**config.mk**
```make
export PLATFORM = sky130hd
export DESIGN_NAME = tcp_syn_header_parser_core_flat
export DESIGN_NICKNAME = d
export VERILOG_FILES = /design/src/hw/rtl/tsp_pkg.sv /design/src/hw/rtl/tsp_if.sv /design/src/hw/rtl/tsp_frame_parse.sv /design/src/hw/rtl/tcp_syn_header_parser_core.sv /design/src/flat_wrapper.sv
export SDC_FILE = /design/constraint.sdc
export NUM_CORES = 1
export LEC_CHECK = 0
export ABC_CLOCK_PERIOD_IN_PS = 12600
export BUFFER_PORTS_ARGS = -buffer_cell sky130_fd_sc_hd__buf_2
export CAP_MARGIN = 5
export CORE_UTILIZATION = 55
export CTS_BUF_LIST = sky130_fd_sc_hd__clkbuf_4 sky130_fd_sc_hd__clkbuf_8
export DETAILED_ROUTE_END_ITERATION = 7
export HOLD_SLACK_MARGIN = 0.08
export PLACE_DENSITY_LB_ADDON = 0.12
export SYNTH_ARGS = -nofsm -noshare
export SYNTH_HDL_FRONTEND = slang
export SYNTH_SLANG_ARGS = --single-unit
export TNS_END_PERCENT = 50
```
**constraint.sdc**
```tcl
create_clock -name clk -period 12.6 [get_ports clk]
set_input_delay 1.26 -clock clk [delete_from_list [all_inputs] [get_ports clk]]
set_output_delay 1.26 -clock clk [all_outputs]
set_load 0.05 [all_outputs]
```
**src/hw/rtl/tsp_pkg.sv**
```systemverilog
// ----------------------------------------------------------------------------
// tsp_pkg
// Shared constants, status codes and the result record of the TCP SYN
// header parser.
// ----------------------------------------------------------------------------
package tsp_pkg;

  // frame byte position, saturates at the capture limit
  localparam logic [15:0] MAX_CAPTURE  = 16'd65535;

  // link header lengths
  localparam logic [15:0] ETH_LINK_LEN = 16'd14;
  localparam logic [15:0] SLL_LINK_LEN = 16'd16;

  // IPv4 / TCP constants
  localparam logic [3:0]  IP_VERSION4  = 4'd4;
  localparam logic [5:0]  IP_MIN_LEN   = 6'd20;
  localparam logic [15:0] TCP_MIN_LEN  = 16'd20;
  localparam logic [7:0]  PROTO_TCP    = 8'h06;
  localparam logic [7:0]  FLAG_SYN     = 8'h02;
  localparam logic [7:0]  FLAG_ACK     = 8'h10;

  // byte offsets within the IPv4 header
  localparam logic [15:0] OFS_VER_IHL   = 16'd0;
  localparam logic [15:0] OFS_TLEN_HI   = 16'd2;
  localparam logic [15:0] OFS_TLEN_LO   = 16'd3;
  localparam logic [15:0] OFS_PROTO     = 16'd9;
  localparam logic [15:0] OFS_SRC_FIRST = 16'd12;
  localparam logic [15:0] OFS_SRC_LAST  = 16'd15;
  localparam logic [15:0] OFS_DST_FIRST = 16'd16;
  localparam logic [15:0] OFS_DST_LAST  = 16'd19;

  // byte offsets within the TCP header
  localparam logic [15:0] TCP_OFS_SPORT_LAST = 16'd1;
  localparam logic [15:0] TCP_OFS_DPORT_LAST = 16'd3;
  localparam logic [15:0] TCP_OFS_FLAGS      = 16'd13;

  typedef enum logic [2:0] {
    ST_OK            = 3'd0,
    ST_TRUNCATED     = 3'd1,
    ST_BAD_VERSION   = 3'd2,
    ST_BAD_IHL       = 3'd3,
    ST_BAD_TOTAL_LEN = 3'd4,
    ST_NOT_TCP       = 3'd5,
    ST_NOT_SYN       = 3'd6
  } status_t;

  typedef struct packed {
    status_t     status;
    logic [31:0] src_addr;
    logic [31:0] dst_addr;
    logic [15:0] src_port;
    logic [15:0] dst_port;
    logic        ack_seen;
    logic [31:0] accepted_count;
  } result_t;

endpackage

```
**src/hw/rtl/tsp_if.sv**
```systemverilog
// ----------------------------------------------------------------------------
// tsp_if
// Valid/ready channels of the parser: frame byte beats in, result beats out.
// ----------------------------------------------------------------------------
interface tsp_byte_if;
  logic       valid;
  logic       ready;
  logic [7:0] pkt_byte;
  logic       last_byte;

  modport source (output valid, output pkt_byte, output last_byte, input ready);
  modport sink   (input valid, input pkt_byte, input last_byte, output ready);
endinterface

interface tsp_res_if import tsp_pkg::*; ();
  logic        valid;
  logic        ready;
  status_t     status;
  logic [31:0] src_addr;
  logic [31:0] dst_addr;
  logic [15:0] src_port;
  logic [15:0] dst_port;
  logic        ack_seen;
  logic [31:0] accepted_count;

  modport source (output valid, output status, output src_addr, output dst_addr,
                  output src_port, output dst_port, output ack_seen,
                  output accepted_count, input ready);
  modport sink   (input valid, input status, input src_addr, input dst_addr,
                  input src_port, input dst_port, input ack_seen,
                  input accepted_count, output ready);
endinterface

```
**src/hw/rtl/tsp_frame_parse.sv**
```systemverilog
// ----------------------------------------------------------------------------
// tsp_frame_parse
// Per-frame field capture and end-of-frame judgement. One byte per step;
// on the last byte the result is formed and the frame state cleared.
// ----------------------------------------------------------------------------
module tsp_frame_parse import tsp_pkg::*; (
  input  logic       clk,
  input  logic       rst_n,
  input  logic       step,
  input  logic [7:0] pkt_byte,
  input  logic       last_byte,
  input  logic       link_kind,
  output result_t    result
);

  logic [15:0] byte_index_r, byte_index_nxt;
  logic [3:0]  ip_version_r, ip_version_nxt;
  logic [5:0]  ip_header_len_r, ip_header_len_nxt;
  logic [15:0] ip_total_len_r, ip_total_len_nxt;
  logic [7:0]  ip_protocol_r, ip_protocol_nxt;
  logic [31:0] src_addr_r, src_addr_nxt;
  logic [31:0] dst_addr_r, dst_addr_nxt;
  logic [15:0] src_port_r, src_port_nxt;
  logic [15:0] dst_port_r, dst_port_nxt;
  logic [7:0]  tcp_flags_r, tcp_flags_nxt;
  logic [31:0] good_count_r, good_count_nxt;

  logic [15:0] link_len;
  logic        take;
  logic [15:0] rel;
  logic [15:0] hdr_len_w;
  logic [15:0] tcp_ofs;
  logic [15:0] ip_size;
  status_t     status;

  assign link_len  = link_kind ? SLL_LINK_LEN : ETH_LINK_LEN;
  assign take      = (byte_index_r != MAX_CAPTURE);
  assign rel       = byte_index_r - link_len;
  assign hdr_len_w = {10'd0, ip_header_len_nxt};
  assign tcp_ofs   = rel - hdr_len_w;

  // field capture for the current byte
  always_comb begin
    byte_index_nxt    = byte_index_r;
    ip_version_nxt    = ip_version_r;
    ip_header_len_nxt = ip_header_len_r;
    ip_total_len_nxt  = ip_total_len_r;
    ip_protocol_nxt   = ip_protocol_r;
    src_addr_nxt      = src_addr_r;
    dst_addr_nxt      = dst_addr_r;
    src_port_nxt      = src_port_r;
    dst_port_nxt      = dst_port_r;
    tcp_flags_nxt     = tcp_flags_r;
    if (take) begin
      byte_index_nxt = byte_index_r + 16'd1;
      if (byte_index_r >= link_len) begin
        priority if (rel == OFS_VER_IHL) begin
          ip_version_nxt    = pkt_byte[7:4];
          ip_header_len_nxt = {pkt_byte[3:0], 2'b00};
        end else if (rel == OFS_TLEN_HI) begin
          ip_total_len_nxt = {pkt_byte, 8'h00};
        end else if (rel == OFS_TLEN_LO) begin
          ip_total_len_nxt = {ip_total_len_r[15:8], pkt_byte};
        end else if (rel == OFS_PROTO) begin
          ip_protocol_nxt = pkt_byte;
        end else if (rel >= OFS_SRC_FIRST && rel <= OFS_SRC_LAST) begin
          src_addr_nxt = {src_addr_r[23:0], pkt_byte};
        end else if (rel >= OFS_DST_FIRST && rel <= OFS_DST_LAST) begin
          dst_addr_nxt = {dst_addr_r[23:0], pkt_byte};
        end else begin
          ip_version_nxt = ip_version_r;
        end
        // tcp header bytes behind the ip header
        if (ip_header_len_nxt >= IP_MIN_LEN && rel >= hdr_len_w) begin
          priority if (tcp_ofs <= TCP_OFS_SPORT_LAST) begin
            src_port_nxt = {src_port_r[7:0], pkt_byte};
          end else if (tcp_ofs <= TCP_OFS_DPORT_LAST) begin
            dst_port_nxt = {dst_port_r[7:0], pkt_byte};
          end else if (tcp_ofs == TCP_OFS_FLAGS) begin
            tcp_flags_nxt = pkt_byte;
          end else begin
            tcp_flags_nxt = tcp_flags_r;
          end
        end
      end
    end
  end

  // end-of-frame checks, in order
  assign ip_size = byte_index_nxt - link_len;

  always_comb begin
    priority if (byte_index_nxt <= link_len) begin
      status = ST_TRUNCATED;
    end else if (ip_version_nxt != IP_VERSION4) begin
      status = ST_BAD_VERSION;
    end else if (ip_size < {10'd0, IP_MIN_LEN}) begin
      status = ST_TRUNCATED;
    end else if (ip_header_len_nxt < IP_MIN_LEN) begin
      status = ST_BAD_IHL;
    end else if (ip_total_len_nxt < hdr_len_w) begin
      status = ST_BAD_TOTAL_LEN;
    end else if (ip_total_len_nxt > ip_size) begin
      status = ST_TRUNCATED;
    end else if (ip_protocol_nxt != PROTO_TCP) begin
      status = ST_NOT_TCP;
    end else if ((ip_size - hdr_len_w) < TCP_MIN_LEN) begin
      status = ST_TRUNCATED;
    end else if ((tcp_flags_nxt & FLAG_SYN) == 8'h00) begin
      status = ST_NOT_SYN;
    end else begin
      status = ST_OK;
    end
  end

  assign good_count_nxt = (status == ST_OK) ? good_count_r + 32'd1 : good_count_r;

  // result record, fields zeroed on a failed frame
  always_comb begin
    result = '0;
    result.status = status;
    result.accepted_count = good_count_nxt;
    if (status == ST_OK) begin
      result.src_addr = src_addr_nxt;
      result.dst_addr = dst_addr_nxt;
      result.src_port = src_port_nxt;
      result.dst_port = dst_port_nxt;
      result.ack_seen = (tcp_flags_nxt & FLAG_ACK) != 8'h00;
    end
  end

  // frame state, cleared at the frame end
  always_ff @(posedge clk) begin
    if (!rst_n || (step && last_byte)) begin
      byte_index_r    <= '0;
      ip_version_r    <= '0;
      ip_header_len_r <= '0;
      ip_total_len_r  <= '0;
      ip_protocol_r   <= '0;
      src_addr_r      <= '0;
      dst_addr_r      <= '0;
      src_port_r      <= '0;
      dst_port_r      <= '0;
      tcp_flags_r     <= '0;
    end else if (step) begin
      byte_index_r    <= byte_index_nxt;
      ip_version_r    <= ip_version_nxt;
      ip_header_len_r <= ip_header_len_nxt;
      ip_total_len_r  <= ip_total_len_nxt;
      ip_protocol_r   <= ip_protocol_nxt;
      src_addr_r      <= src_addr_nxt;
      dst_addr_r      <= dst_addr_nxt;
      src_port_r      <= src_port_nxt;
      dst_port_r      <= dst_port_nxt;
      tcp_flags_r     <= tcp_flags_nxt;
    end
  end

  // accepted packet counter
  always_ff @(posedge clk) begin
    if (!rst_n) begin
      good_count_r <= '0;
    end else if (step && last_byte) begin
      good_count_r <= good_count_nxt;
    end
  end

endmodule

```
**src/hw/rtl/tcp_syn_header_parser_core.sv**
```systemverilog
// Flow: a byte beat is taken into the input register and parsed from there;
//   the result of a last byte goes through the result register to out_beat.
// Throughput: 1 byte per cycle; the input register and the result register
//   each advance in a cycle, a result held by the sink stalls the next last byte
//   and the input waits behind it.
// Reset: synchronous active low; clears link_kind, frame state and the packet count.
// ----------------------------------------------------------------------------
// tcp_syn_header_parser_core
// Byte-stream IPv4/TCP SYN header parser with one result per frame.
// ----------------------------------------------------------------------------
module tcp_syn_header_parser_core import tsp_pkg::*; (
  input  logic        clk,
  input  logic        rst_n,
  input  logic        cfg_we,
  input  logic        cfg_wdata,
  tsp_byte_if.sink    in_beat,
  tsp_res_if.source   out_beat
);

  logic       link_kind_r;
  logic       s1_valid_r;
  logic [7:0] s1_byte_r;
  logic       s1_last_r;
  logic       out_valid_r;
  result_t    out_res_r;
  result_t    parse_res;
  logic       out_free;
  logic       s1_adv;
  logic       in_fire;

  // configuration register
  always_ff @(posedge clk) begin
    if (!rst_n) begin
      link_kind_r <= 1'b0;
    end else if (cfg_we) begin
      link_kind_r <= cfg_wdata;
    end
  end

  // handshake
  assign out_free      = !out_valid_r || out_beat.ready;
  assign s1_adv        = s1_valid_r && (!s1_last_r || out_free);
  assign in_beat.ready = !s1_valid_r || s1_adv;
  assign in_fire       = in_beat.valid && in_beat.ready;

  // input register
  always_ff @(posedge clk) begin
    if (!rst_n) begin
      s1_valid_r <= 1'b0;
    end else if (in_fire) begin
      s1_valid_r <= 1'b1;
    end else if (s1_adv) begin
      s1_valid_r <= 1'b0;
    end
  end

  always_ff @(posedge clk) begin
    if (in_fire) begin
      s1_byte_r <= in_beat.pkt_byte;
      s1_last_r <= in_beat.last_byte;
    end
  end

  tsp_frame_parse u_parse (
    .clk       (clk),
    .rst_n     (rst_n),
    .step      (s1_adv),
    .pkt_byte  (s1_byte_r),
    .last_byte (s1_last_r),
    .link_kind (link_kind_r),
    .result    (parse_res)
  );

  // result register
  always_ff @(posedge clk) begin
    if (!rst_n) begin
      out_valid_r <= 1'b0;
    end else if (s1_adv && s1_last_r) begin
      out_valid_r <= 1'b1;
    end else if (out_beat.ready) begin
      out_valid_r <= 1'b0;
    end
  end

  always_ff @(posedge clk) begin
    if (s1_adv && s1_last_r) begin
      out_res_r <= parse_res;
    end
  end

  assign out_beat.valid          = out_valid_r;
  assign out_beat.status         = out_res_r.status;
  assign out_beat.src_addr       = out_res_r.src_addr;
  assign out_beat.dst_addr       = out_res_r.dst_addr;
  assign out_beat.src_port       = out_res_r.src_port;
  assign out_beat.dst_port       = out_res_r.dst_port;
  assign out_beat.ack_seen       = out_res_r.ack_seen;
  assign out_beat.accepted_count = out_res_r.accepted_count;

  // a pending result is never overwritten while the sink stalls
  a_res_hold: assert property (@(posedge clk) disable iff (!rst_n)
    out_valid_r && !out_beat.ready |=> out_valid_r && $stable(out_res_r))
    else $error("result changed while stalled");

  // a failed frame reports no header fields
  a_fail_zero: assert property (@(posedge clk) disable iff (!rst_n)
    out_valid_r && out_res_r.status != ST_OK |->
      out_res_r.src_addr == 32'd0 && out_res_r.dst_addr == 32'd0 &&
      out_res_r.src_port == 16'd0 && out_res_r.dst_port == 16'd0 &&
      !out_res_r.ack_seen)
    else $error("failed frame carries header fields");

  // input backpressure only comes from a last byte waiting on the result slot
  a_stall_cause: assert property (@(posedge clk) disable iff (!rst_n)
    !in_beat.ready |-> s1_valid_r && s1_last_r && out_valid_r)
    else $error("input stalled without a pending last byte");

endmodule
```
**src/flat_wrapper.sv**
```systemverilog
// flat-port wrapper written by rule: the top's interface ports become plain ports
module tcp_syn_header_parser_core_flat import tsp_pkg::*;
  (clk, rst_n, cfg_we, cfg_wdata, in_beat_valid, in_beat_pkt_byte, in_beat_last_byte, in_beat_ready, out_beat_valid, out_beat_status, out_beat_src_addr, out_beat_dst_addr, out_beat_src_port, out_beat_dst_port, out_beat_ack_seen, out_beat_accepted_count, out_beat_ready);
  tsp_byte_if in_beat_i ();
  tsp_res_if out_beat_i ();
  input  logic clk;
  input  logic rst_n;
  input  logic cfg_we;
  input  logic cfg_wdata;
  input wire logic [$bits(in_beat_i.valid)-1:0] in_beat_valid;
  input wire logic [$bits(in_beat_i.pkt_byte)-1:0] in_beat_pkt_byte;
  input wire logic [$bits(in_beat_i.last_byte)-1:0] in_beat_last_byte;
  output wire logic [$bits(in_beat_i.ready)-1:0] in_beat_ready;
  output wire logic [$bits(out_beat_i.valid)-1:0] out_beat_valid;
  output wire logic [$bits(out_beat_i.status)-1:0] out_beat_status;
  output wire logic [$bits(out_beat_i.src_addr)-1:0] out_beat_src_addr;
  output wire logic [$bits(out_beat_i.dst_addr)-1:0] out_beat_dst_addr;
  output wire logic [$bits(out_beat_i.src_port)-1:0] out_beat_src_port;
  output wire logic [$bits(out_beat_i.dst_port)-1:0] out_beat_dst_port;
  output wire logic [$bits(out_beat_i.ack_seen)-1:0] out_beat_ack_seen;
  output wire logic [$bits(out_beat_i.accepted_count)-1:0] out_beat_accepted_count;
  input wire logic [$bits(out_beat_i.ready)-1:0] out_beat_ready;
  assign in_beat_i.valid = in_beat_valid;
  assign in_beat_i.pkt_byte = in_beat_pkt_byte;
  assign in_beat_i.last_byte = in_beat_last_byte;
  assign in_beat_ready = in_beat_i.ready;
  assign out_beat_valid = out_beat_i.valid;
  assign out_beat_status = out_beat_i.status;
  assign out_beat_src_addr = out_beat_i.src_addr;
  assign out_beat_dst_addr = out_beat_i.dst_addr;
  assign out_beat_src_port = out_beat_i.src_port;
  assign out_beat_dst_port = out_beat_i.dst_port;
  assign out_beat_ack_seen = out_beat_i.ack_seen;
  assign out_beat_accepted_count = out_beat_i.accepted_count;
  assign out_beat_i.ready = out_beat_ready;
  tcp_syn_header_parser_core u_core (.clk(clk), .rst_n(rst_n), .cfg_we(cfg_we), .cfg_wdata(cfg_wdata), .in_beat(in_beat_i), .out_beat(out_beat_i));
endmodule
```
==> impl_metrics.env, run 1 <==
export IMPL_grt_max_degree=94
export IMPL_slew_headroom_pct=24.64
export IMPL_clk_insertion_delay_late_ps=580
export IMPL_min_to="u_core.u_parse.dst_addr_r[30]$_SDFFE_PP0P_"
export IMPL_synthFlopType="dfxtp_1"
export IMPL_yosys_area_top_type_share_pct=25.33
export IMPL_cts_sinks=324
export IMPL_synth_area_leaders="edfxtp_1 25%, dfxtp_1 22%, nand2_1 8.0%, a21oi_1 6.3%, mux2i_1 4.7%"
export IMPL_worstMarginPinSlew_ps=1123
export IMPL_grt_pass1_vias=13020
export IMPL_holdPathStages=2
export IMPL_synth_area_sq_mm=0.01672
export IMPL_final_hold_viol_count=0
export IMPL_die_area_sq_mm=0.03109
export IMPL_wl_per_cell_um=17.53
export IMPL_grt_first_pass_wirelength_mm=67.99
export IMPL_portBuffers=148
export IMPL_cp_slowest_stage_delay_ps=900
export IMPL_synth_distinct_cells=93
export IMPL_htreeDepth=2
export IMPL_die_h_um=176.3
export IMPL_drt_vias_per_instance=5.797
export IMPL_nFillCells=2590
export IMPL_dp_hpwl_mm=28.23
export IMPL_syn_to_final_growth_pct=11.80
export IMPL_cpLargestDelayFamily="compound AO/OA/AOI/OAI gates"
export IMPL_max_freq_ghz=0.1231
export IMPL_async_reset_ff_share_pct=0
export IMPL_ff2ff_setup_slack_ps=4480
export IMPL_path_max_fanout=91
export IMPL_synth_avg_cell_area_sq_um=8.821
export IMPL_grt_use_met2_pct=44.34
export IMPL_antenna_found_initial=0
export IMPL_ios=149
export IMPL_clk_pin_slew_worst_paths_ps=60
export IMPL_r2r_start="u_core.link_kind_r$_SDFFE_PN0P_"
export IMPL_rows=63
export IMPL_yosysSeqAreaShare_pct=47.25
export IMPL_path_class="flop to flop"
export IMPL_r2r_end="u_core.out_beat.dst_port[11]$_SDFFCE_PP0P_"
export IMPL_endpoint_kind="flop"
export IMPL_drive_gt1_share_pct=15.47
export IMPL_coreArea_sq_mm=0.02980
export IMPL_required_ps=12880
export IMPL_ys_warn_count=0
export IMPL_cts_made_buffers=52
export IMPL_min_period_over_period_pct=64.47
export IMPL_crit_arrival_ps=8410
export IMPL_critPathBufInv=4
export IMPL_gp_congestion=0.8950
export IMPL_rsz0062_at_grt="no"
export IMPL_maxCapViolCount=0
export IMPL_hold_buffers=0
export IMPL_fin_skew_ps=16.70
export IMPL_grt_usage_pct=27.14
export IMPL_powerDensity_mw_per_mm2=115.1
export IMPL_worstPathCellList="inv_1 -> ha_1 -> inv_1 -> fa_1 -> clkinv_1 -> nand4_1 -> mux2i_1 -> nor3b_1 -> nand2_1 -> and2_1 -> ha_1 -> maj3_1 -> a21oi_1 -> a21oi_1 -> mux2_2 -> o41a_1 -> mux2i_1 -> a221o_1 -> and4bb_1 -> o2111ai_4 -> buf_4 -> nor2_1"
export IMPL_leakage_uw=0.007247
export IMPL_r2r_cells=22
export IMPL_route_vias_total=14060
export IMPL_use_met1_pct=37.44
export IMPL_cts_resized=0
export IMPL_ant_nets=0
export IMPL_tns_ps=0
export IMPL_num_antenna_cells=0
export IMPL_met3_usage_pct=3.747
export IMPL_ys_ff_latch=324
export IMPL_status="finished clean"
export IMPL_clockBufferDepth=3
export IMPL_start_kind="flop"
export IMPL_setup_viol=0
export IMPL_synth_edf_count=141
export IMPL_drc_errors=0
export IMPL_die_w_um=176.3
export IMPL_cts_setup_buffers=0
export IMPL_cts_root_buf="clkbuf_8"
export IMPL_firstDrtPassIters=5
export IMPL_cp_depth=22
export IMPL_syn_nets=1947
export IMPL_drtIter0Drc=1071
export IMPL_yosysTopAreaCell="edfxtp_1"
export IMPL_initial_core_util_pct=56.10
export IMPL_hold_ws_ps=449.0
export IMPL_cts_tree="built"
export IMPL_fin_crit_ps=8124
export IMPL_min_path_type="flop to flop"
export IMPL_nets=2044
export IMPL_hp_start="u_core.u_parse.dst_addr_r[30]$_SDFFE_PP0P_"
export IMPL_top_usage_layer="met2"
export IMPL_overflow=0
export IMPL_slew_violations=0
export IMPL_cpMaxStageDelayCell="o2111ai_4"
export IMPL_netlist_instances=1895
export IMPL_max_vdd_ir_drop_mv=0.06850
export IMPL_totalWireLength_mm=42.52
[tightest hold or removal path, cell delays in order (launching register included)]
cell     delay (ps)
dfxtp_1         310
nand2_1          50
a21oi_1          50
[worst max-delay path by stage]
stage | start | to
floorplan | out_beat_ready | u_core.u_parse.good_count_r[28]$_SDFFE_PN0P_
global placement | u_core.link_kind_r$_SDFFE_PN0P_ | u_core.out_beat.src_port[1]$_SDFFCE_PP0P_
detailed placement | u_core.link_kind_r$_SDFFE_PN0P_ | u_core.out_beat.dst_port[11]$_SDFFCE_PP0P_
CTS | u_core.link_kind_r$_SDFFE_PN0P_ | u_core.out_beat.dst_port[11]$_SDFFCE_PP0P_
global route | u_core.link_kind_r$_SDFFE_PN0P_ | u_core.out_beat.dst_port[10]$_SDFFCE_PP0P_
finish | u_core.link_kind_r$_SDFFE_PN0P_ | u_core.out_beat.dst_port[11]$_SDFFCE_PP0P_
[layout make-up]
| cell class | count | area (sq um) | share of cell area [%] |
|---|---|---|---|
| Clock buffer | 83 | 985.9 | 5.276 |
| Tap cell | 390 | 488.0 | 2.611 |
| Timing Repair Buffer | 168 | 890.9 | 4.767 |
| Sequential cell | 324 | 7898 | 42.26 |
| Inverter | 40 | 150.1 | 0.8034 |
| Multi-Input combinational cell | 1406 | 8193 | 43.84 |
| Clock inverter | 15 | 82.58 | 0.4419 |
[cell usage in the layout (no fill, tap or decap), types with 25 or more instances in the layout]
cell      instances
nor3_1           45
inv_1            37
clkbuf_4         25
nor2_1          180
nand3_1          46
ha_1             35
xor2_1           40
o21ai_0          58
xnor2_1          30
dfxtp_1         183
or3_1            51
clkbuf_8         58
a21oi_1         212
nand2_1         357
buf_2           148
edfxtp_1        141
mux2i_1          79
[synthesized netlist by cell type (4+ instances only)]
master	instances
ha_1	35
o31ai_1	14
buf_2	17
nor2_1	182
or2_2	13
or4_1	13
buf_1	6
o211ai_1	4
nor2b_1	11
nand2_1	357
dfxtp_1	183
nor3_1	45
a211oi_1	12
buf_4	4
a221oi_1	4
nand3_1	46
mux2i_1	79
xor2_1	40
nand4_1	21
clkbuf_1	94
o21a_1	7
nor4_1	13
inv_1	37
a21o_1	8
mux2_2	9
edfxtp_1	141
a31oi_1	7
and3_1	20
or3_1	51
nand2b_1	7
xnor2_1	30
o21ai_1	5
and2_1	15
o2111ai_1	5
and4_1	9
o21ai_0	58
a21oi_1	212
[per-layer routing]
metal,wire [um],share of wire [%]
met4,929,2.2
met2,19870,47
met5,0,0
met1,19320,45
met3,2392,5.6
[sequential cells by signal (all words and copies together) (netlist names), 16 cells and up]
name and cells:
u_core.u_parse.byte_index_r 16, u_core.u_parse.src_addr_r 32, u_core.u_parse.good_count_r 32, u_core.u_parse.ip_total_len_r 16
u_core.u_parse.src_port_r 16, u_core.out_beat.accepted_count 32, u_core.out_beat.src_addr 32, u_core.u_parse.dst_addr_r 32
u_core.u_parse.dst_port_r 16, u_core.out_beat.src_port 16, u_core.out_beat.dst_port 16, u_core.out_beat.dst_addr 32
[power by group]
| group | leakage, uW | switching (uW) | internal (uW) |
|---|---|---|---|
| sequential | 0.00304 | 10.8 | 1100 |
| combinational | 0.00363 | 92.2 | 38.1 |
| clock | 0.000577 | 411 | 499 |
[per-stage QoR]
stage | power [uW] | std cells | utilization [%] | area, sq um | setup slack, ps
3_5_place_dp | 1261 | 2328 | 59.11 | 17610 | 4577
5_1_grt | 2230 | 2426 | 62.72 | 18690 | 3903
3_3_place_gp | 1260 | 2328 | 59.11 | 17610 | 4783
2_1_floorplan | 1224 | 1895 | - | 16720 | 5882
4_1_cts | 2170 | 2426 | 62.70 | 18680 | 4546
6_report | 2150 | 2426 | 62.72 | 18690 | 4476
[cell families (layout without fill, tap and decap cells)]
kind of cell             count (synthesis)  after routing  share of synthesized area (%)
XOR/XNOR                                71             71                          3.765
buffers and inverters                  165            306                          4.064
AND/OR/NAND/NOR                        827            827                          23.01
flip-flops                             324            324                          47.25
AO/OA/AOI/OAI                          380            380                          13.54
adder cells (fa/ha/maj)                 40             40                          3.039
multiplexers                            88             88                          5.337
Note: power is estimated with default switching activity, not from simulation.
==> inputs of run 2 (changes only) <==
- ABC_AREA: default -> 1
- ABC_CLOCK_PERIOD_IN_PS: 12600 -> 7850
- clock period: 12.6 -> 7.85 ns (I/O delays scaled with it)
==> run 2 against run 1 <==
Net effect:
- global-route usage rose by 0.26 points
- count of clock-buffer cells in the layout is 3 higher
- synthesized cell count up 24%
- routed wire length up 7.5%
- worst setup slack got worse by 3600 ps
- via count up 10%
- synthesized area grew 5.9%
- non-clock buffer count decreased by 6
- maximum frequency grew 16%
- critical endpoint is now u_core.out_beat.src_port[8]$_SDFFCE_PP0P_
- largest power group unchanged
==> impl_metrics.env, run 2 <==
export IMPL_netlist_instances=2349
export IMPL_cts_tree="built"
export IMPL_cts_root_buf="clkbuf_8"
export IMPL_overflow=0
export IMPL_slew_violations=0
export IMPL_r2r_cells=33
export IMPL_nets=2522
export IMPL_num_antenna_cells=0
export IMPL_r2r_start="u_core.link_kind_r$_SDFFE_PN0P_"
export IMPL_yosysTopAreaCell="edfxtp_1"
export IMPL_powerDensity_mw_per_mm2=214.2
export IMPL_ios=149
export IMPL_tns_ps=0
export IMPL_grt_max_degree=96
export IMPL_die_w_um=181.4
export IMPL_syn_nets=2401
export IMPL_yosysSeqAreaShare_pct=44.62
export IMPL_synth_distinct_cells=52
export IMPL_endpoint="u_core.out_beat.src_port[8]$_SDFFCE_PP0P_"
export IMPL_grt_pass1_vias=14320
export IMPL_crit_arrival_ps=7330
export IMPL_multi_input_area_sq_mm=0.007889
export IMPL_regArea_sq_mm=0.007898
export IMPL_clk_insertion_delay_late_ps=610
export IMPL_placed_cells=2816
export IMPL_firstDrtPassIters=5
export IMPL_die_area_sq_mm=0.03290
export IMPL_ys_warn_count=0
export IMPL_totalWireLength_mm=45.72
export IMPL_synthFlopType="dfxtp_1"
export IMPL_synth_avg_cell_area_sq_um=7.534
export IMPL_status="finished clean"
export IMPL_synth_area_leaders="edfxtp_1 24%, dfxtp_1 21%, nand2_1 12%, inv_1 7.7%, o21ai_0 4.8%"
export IMPL_max_vdd_ir_drop_mv=0.1314
export IMPL_synth_area_sq_mm=0.01770
export IMPL_portBuffers=148
export IMPL_ff2ff_setup_slack_ps=870
export IMPL_drive_gt1_share_pct=15.06
export IMPL_cts_made_buffers=54
export IMPL_async_reset_ff_share_pct=0
export IMPL_wl_per_cell_um=15.67
export IMPL_dp_hpwl_mm=31.73
export IMPL_coreArea_sq_mm=0.03164
export IMPL_worstMarginPinSlew_ps=1115
export IMPL_slew_headroom_pct=25.48
export IMPL_min_period_over_period_pct=88.91
export IMPL_synth_edf_count=141
export IMPL_max_freq_ghz=0.1433
export IMPL_hp_start="in_beat_pkt_byte[2]"
export IMPL_clk_pin_slew_worst_paths_ps=60
export IMPL_endpoint_kind="flop"
export IMPL_clockBufferDepth=3
export IMPL_grt_usage_pct=27.40
export IMPL_leakage_uw=0.009419
export IMPL_cts_resized=0
export IMPL_final_common_cell="nand2_1"
export IMPL_min_path_type="input pin to flop"
export IMPL_power_total_uw=4264
export IMPL_fin_crit_ps=6980
export IMPL_nFillCells=2846
export IMPL_setup_viol=0
export IMPL_die_h_um=181.4
export IMPL_startpoint="u_core.link_kind_r$_SDFFE_PN0P_"
export IMPL_cpMostUsedCell="nand2_1"
export IMPL_drtIter0Drc=1115
export IMPL_layout_common_cells="545 x nand2_1, 361 x inv_1, 222 x nor2_1"
export IMPL_antenna_found_initial=0
export IMPL_path_max_fanout=37
export IMPL_gp_congestion=0.9522
export IMPL_drt_vias_per_instance=5.312
export IMPL_fin_skew_ps=16.09
export IMPL_rsz0062_at_grt="no"
export IMPL_cts_setup_buffers=0
export IMPL_final_hold_viol_count=0
export IMPL_ys_ff_latch=324
export IMPL_synthTopCellsByCount="547 x nand2_1, 363 x inv_1, 223 x nor2_1, 183 x dfxtp_1, 169 x o21ai_0"
export IMPL_route_vias_total=15500
export IMPL_rows=65
export IMPL_maxCapViolCount=0
export IMPL_syn_to_final_growth_pct=12.49
export IMPL_cp_slowest_stage_delay_ps=780
export IMPL_final_cells=2918
export IMPL_cpMaxStageDelayCell="o21ai_0"
export IMPL_htreeDepth=2
export IMPL_start_kind="flop"
export IMPL_drc_errors=0
export IMPL_yosys_area_top_type_share_pct=23.92
export IMPL_grt_first_pass_wirelength_mm=72.59
export IMPL_path_class="flop to flop"
export IMPL_required_ps=8200
export IMPL_ant_nets=0
export IMPL_r2r_end="u_core.out_beat.src_port[8]$_SDFFCE_PP0P_"
export IMPL_hold_buffers=0
export IMPL_synthMostInstantiatedCell="nand2_1"
export IMPL_initial_core_util_pct=55.94
export IMPL_cts_sinks=324
-- run 2: report_power, final --
| group | switching [uW] | total [uW] | internal [uW] |
|---|---|---|---|
| Combinational | 467 | 656 | 189 |
| Sequential | 44.6 | 1860 | 1810 |
| Clock | 707 | 1750 | 1040 |
-- run 2: logic make-up after synthesis --
family | share of synthesized area [%]
buffers and inverters | 10.87
XOR/XNOR | 2.269
adder cells (fa/ha/maj) | 2.701
flip-flops | 44.62
multiplexers | 1.075
AND/OR/NAND/NOR | 26.58
AO/OA/AOI/OAI | 11.88
-- run 2: layout make-up --
cell class / instances / area share [%]
sequential: 324 / 39.67
clock inverter: 16 / 1.144
timing repair buffer: 162 / 4.374
clock buffer: 86 / 5.411
inverter: 383 / 7.252
tap: 402 / 2.526
multi-input combinational: 1545 / 39.62
-- run 2: worst min-delay path by stage --
stage,to,slack (ps),depth (start not counted)
after floorplan,u_core.u_parse.ip_version_r[3]$_SDFFE_PP0P_,440,2
after global placement,u_core.u_parse.ip_version_r[1]$_SDFFE_PP0P_,450,2
after CTS,u_core.s1_byte_r[2]$_DFFE_PP_,310,1
after detailed placement,u_core.u_parse.ip_version_r[1]$_SDFFE_PP0P_,460,2
final,u_core.s1_byte_r[2]$_DFFE_PP_,350,1
after global routing,u_core.s1_byte_r[1]$_DFFE_PP_,310,1
-- run 2: metrics by stage --
step / util, % / hold slack [ps] / cell area [sq um] / setup slack [ps]
after floorplan: - / 439.2 / 17700 / 2730
after global placement: 58.81 / 451.5 / 18600 / 1065
after detailed placement: 58.81 / 456.5 / 18600 / 917.2
after CTS: 62.93 / 308.9 / 19910 / 897.7
after global routing: 62.93 / 311.7 / 19910 / 256.7
final: 62.93 / 348.4 / 19910 / 870.4
-- run 2: layer usage --
layer | share of wire [%] | routed length [um] | vias up | GRT usage (%)
li1 | - | - | 7867 | -
met1 | 45 | 20760 | 7119 | 36.49
met2 | 46 | 21240 | 421 | 45.06
met3 | 5.2 | 2387 | 93 | 4.051
met4 | 2.9 | 1333 | 0 | 10.54
met5 | 0 | 0 | - | 0
-- run 2: critical path, delay by kind of cell (launching register included) --
kind / cells / cell delay, ps
AO/OA/AOI/OAI: 2 / 900
adder cells (fa/ha/maj): 3 / 1010
buffers and inverters: 7 / 1090
flip-flops: 1 / 410
AND/OR/NAND/NOR: 21 / 3250
==> inputs of run 3 (changes only) <==
- ABC_CLOCK_PERIOD_IN_PS: 7850 -> 5900
- clock period: 7.85 -> 5.9 ns (I/O delays scaled with it)
==> run 3 against run 2 <==
Net effect:
- utilization rose by 1.0 points
- worst setup slack got worse by 540 ps
- non-clock buffer count up 27
- clock skew up 2.4 ps
- die area is the same
- sequential share of layout area shrank 0.58 points
- global-route usage shrank 0.32 points
- clock power is 29% higher
==> impl_metrics.env, run 3 (same netlist as run 2, synthesis figures left out) <==
export IMPL_rows=65
export IMPL_min_to="u_core.s1_last_r$_DFFE_PP_"
export IMPL_placed_cells=2833
export IMPL_use_met1_pct=36.52
export IMPL_antenna_found_initial=0
export IMPL_path_class="flop to flop"
export IMPL_cts_made_buffers=54
export IMPL_slew_violations=0
export IMPL_final_common_cell="nand2_1"
export IMPL_die_w_um=181.4
export IMPL_drtIter0Drc=1195
export IMPL_cts_tree="built"
export IMPL_grt_max_degree=112
export IMPL_grt_use_met2_pct=43.62
export IMPL_r2r_end="u_core.u_parse.good_count_r[25]$_SDFFE_PN0P_"
export IMPL_endpoint_kind="flop"
export IMPL_grt_pass1_vias=14210
export IMPL_crit_arrival_ps=6120
export IMPL_nets=2551
export IMPL_cp_slowest_stage_delay_ps=380
export IMPL_max_vdd_ir_drop_mv=0.1847
export IMPL_drt_vias_per_instance=5.297
export IMPL_portBuffers=148
export IMPL_leakage_uw=0.009564
export IMPL_status="finished clean"
export IMPL_ios=149
export IMPL_cts_sinks=324
export IMPL_syn_to_final_growth_pct=14.32
export IMPL_grt_usage_pct=27.08
export IMPL_top_usage_layer="met2"
export IMPL_totalWireLength_mm=45.77
export IMPL_cpMaxStageDelayCell="a221o_1"
export IMPL_met3_usage_pct=4.112
export IMPL_worstMarginPinSlew_ps=954.5
export IMPL_num_antenna_cells=0
export IMPL_hold_buffers=0
export IMPL_powerDensity_mw_per_mm2=279.5
export IMPL_grt_first_pass_wirelength_mm=72.05
export IMPL_clk_insertion_delay_late_ps=620
export IMPL_fin_skew_ps=18.46
export IMPL_wl_per_cell_um=15.53
export IMPL_r2r_start="u_core.u_parse.byte_index_r[0]$_SDFFE_PP0P_"
export IMPL_fin_util_pct=63.95
export IMPL_die_h_um=181.4
export IMPL_place_ws_ps=167.4
export IMPL_max_freq_ghz=0.1794
export IMPL_tns_ps=0
export IMPL_final_cells=2947
export IMPL_initial_core_util_pct=55.94
export IMPL_drc_errors=0
export IMPL_fin_crit_ps=5574
export IMPL_clockBufferDepth=3
export IMPL_required_ps=6450
export IMPL_power_total_uw=5656
export IMPL_final_hold_viol_count=0
export IMPL_timing_final_ws_setup_ps=325.6
export IMPL_min_path_type="input pin to flop"
export IMPL_coreArea_sq_mm=0.03164
export IMPL_clk_pin_slew_worst_paths_ps=60
export IMPL_r2r_cells=37
export IMPL_hp_start="in_beat_last_byte"
export IMPL_start_kind="flop"
export IMPL_die_area_sq_mm=0.03290
export IMPL_ff2ff_setup_slack_ps=330
export IMPL_overflow=0
export IMPL_htreeDepth=2
export IMPL_ant_nets=0
export IMPL_min_period_over_period_pct=94.48
export IMPL_maxCapViolCount=0
export IMPL_setup_viol=0
export IMPL_slew_headroom_pct=36.36
export IMPL_holdPathStages=1
export IMPL_firstDrtPassIters=5
export IMPL_cts_root_buf="clkbuf_8"
export IMPL_cpMostUsedCell="nand2_1"
export IMPL_drive_gt1_share_pct=16.78
export IMPL_layout_common_cells="543 x nand2_1, 360 x inv_1, 219 x nor2_1"
export IMPL_dp_hpwl_mm=31.39
export IMPL_path_max_fanout=15
export IMPL_route_vias_total=15610
export IMPL_gp_congestion=0.9607
run 3: changes by cell type in the layout (fill, tap and decap cells not counted), sizes merged:
cell      delta
buf         +26
bufinv       -1
clkbuf       -5
clkinv       +3
clkinvlp     +2
inv          +2
nand2        +1
nor2         +1
run 3: timing repair:
item / in CTS / in global routing
resized for setup: 0 / 26
hold endpoints to repair: 0 / 0
setup buffers: 0 / 9
setup endpoints to repair: 0 / 162
run 3: metrics by stage:
step           hold slack [ps]  instance area [sq um]
6_report                 161.8                  20230
5_1_grt                  137.9                  20230
2_1_floorplan            439.2                  17700
4_1_cts                  130.9                  20020
3_3_place_gp             451.1                  18760
3_5_place_dp             459.0                  18760
run 3: final cells by class:
type | count | area, sq um
flip-flops and latches | 324 | 7909
clock buffers | 80 | 1026
repair buffers | 189 | 1132
multi-input cells | 1547 | 7984
clock inverters | 22 | 234.0
well taps | 402 | 503.0
inverters | 383 | 1444
fillers | 2807 | 11400
run 3: worst max-delay path, delay by kind of cell (launching register included):
family                     cells  cell delay [ps]
and+or+nand+nor               23             2640
AOI/OAI and AO/OA              4              820
adders and majority gates      3              800
buffers and inverters          6              630
DFF                            1              370
xor gates and xnor gates       1              240
run 3: how the worst max path moves through the flow:
stage / start / end / cells after the start
CTS: u_core.u_parse.byte_index_r[0]$_SDFFE_PP0P_ / u_core.out_beat.accepted_count[25]$_DFFE_PP_ / 34
finish: u_core.u_parse.byte_index_r[0]$_SDFFE_PP0P_ / u_core.u_parse.good_count_r[25]$_SDFFE_PN0P_ / 37
global route: u_core.u_parse.byte_index_r[0]$_SDFFE_PP0P_ / u_core.u_parse.good_count_r[25]$_SDFFE_PN0P_ / 37
detailed placement: u_core.u_parse.byte_index_r[0]$_SDFFE_PP0P_ / u_core.out_beat.accepted_count[25]$_DFFE_PP_ / 34
floorplan: u_core.u_parse.byte_index_r[0]$_SDFFE_PP0P_ / u_core.out_beat.accepted_count[23]$_DFFE_PP_ / 35
global placement: u_core.u_parse.byte_index_r[0]$_SDFFE_PP0P_ / u_core.out_beat.accepted_count[18]$_DFFE_PP_ / 34
run 3: per-layer routing:
| metal | routed length (um) | share of wire (%) | vias to the layer above |
|---|---|---|---|
| li1 | - | - | 7907 |
| met1 | 20930 | 46 | 7160 |
| met2 | 20600 | 45 | 448 |
| met3 | 2651 | 5.8 | 96 |
| met4 | 1594 | 3.5 | 0 |
| met5 | 0 | 0 | - |
run 3: where the power goes:
group	switching, uW	internal (uW)
Clock	958	1300
Sequential	54.8	2410
Combinational	643	282
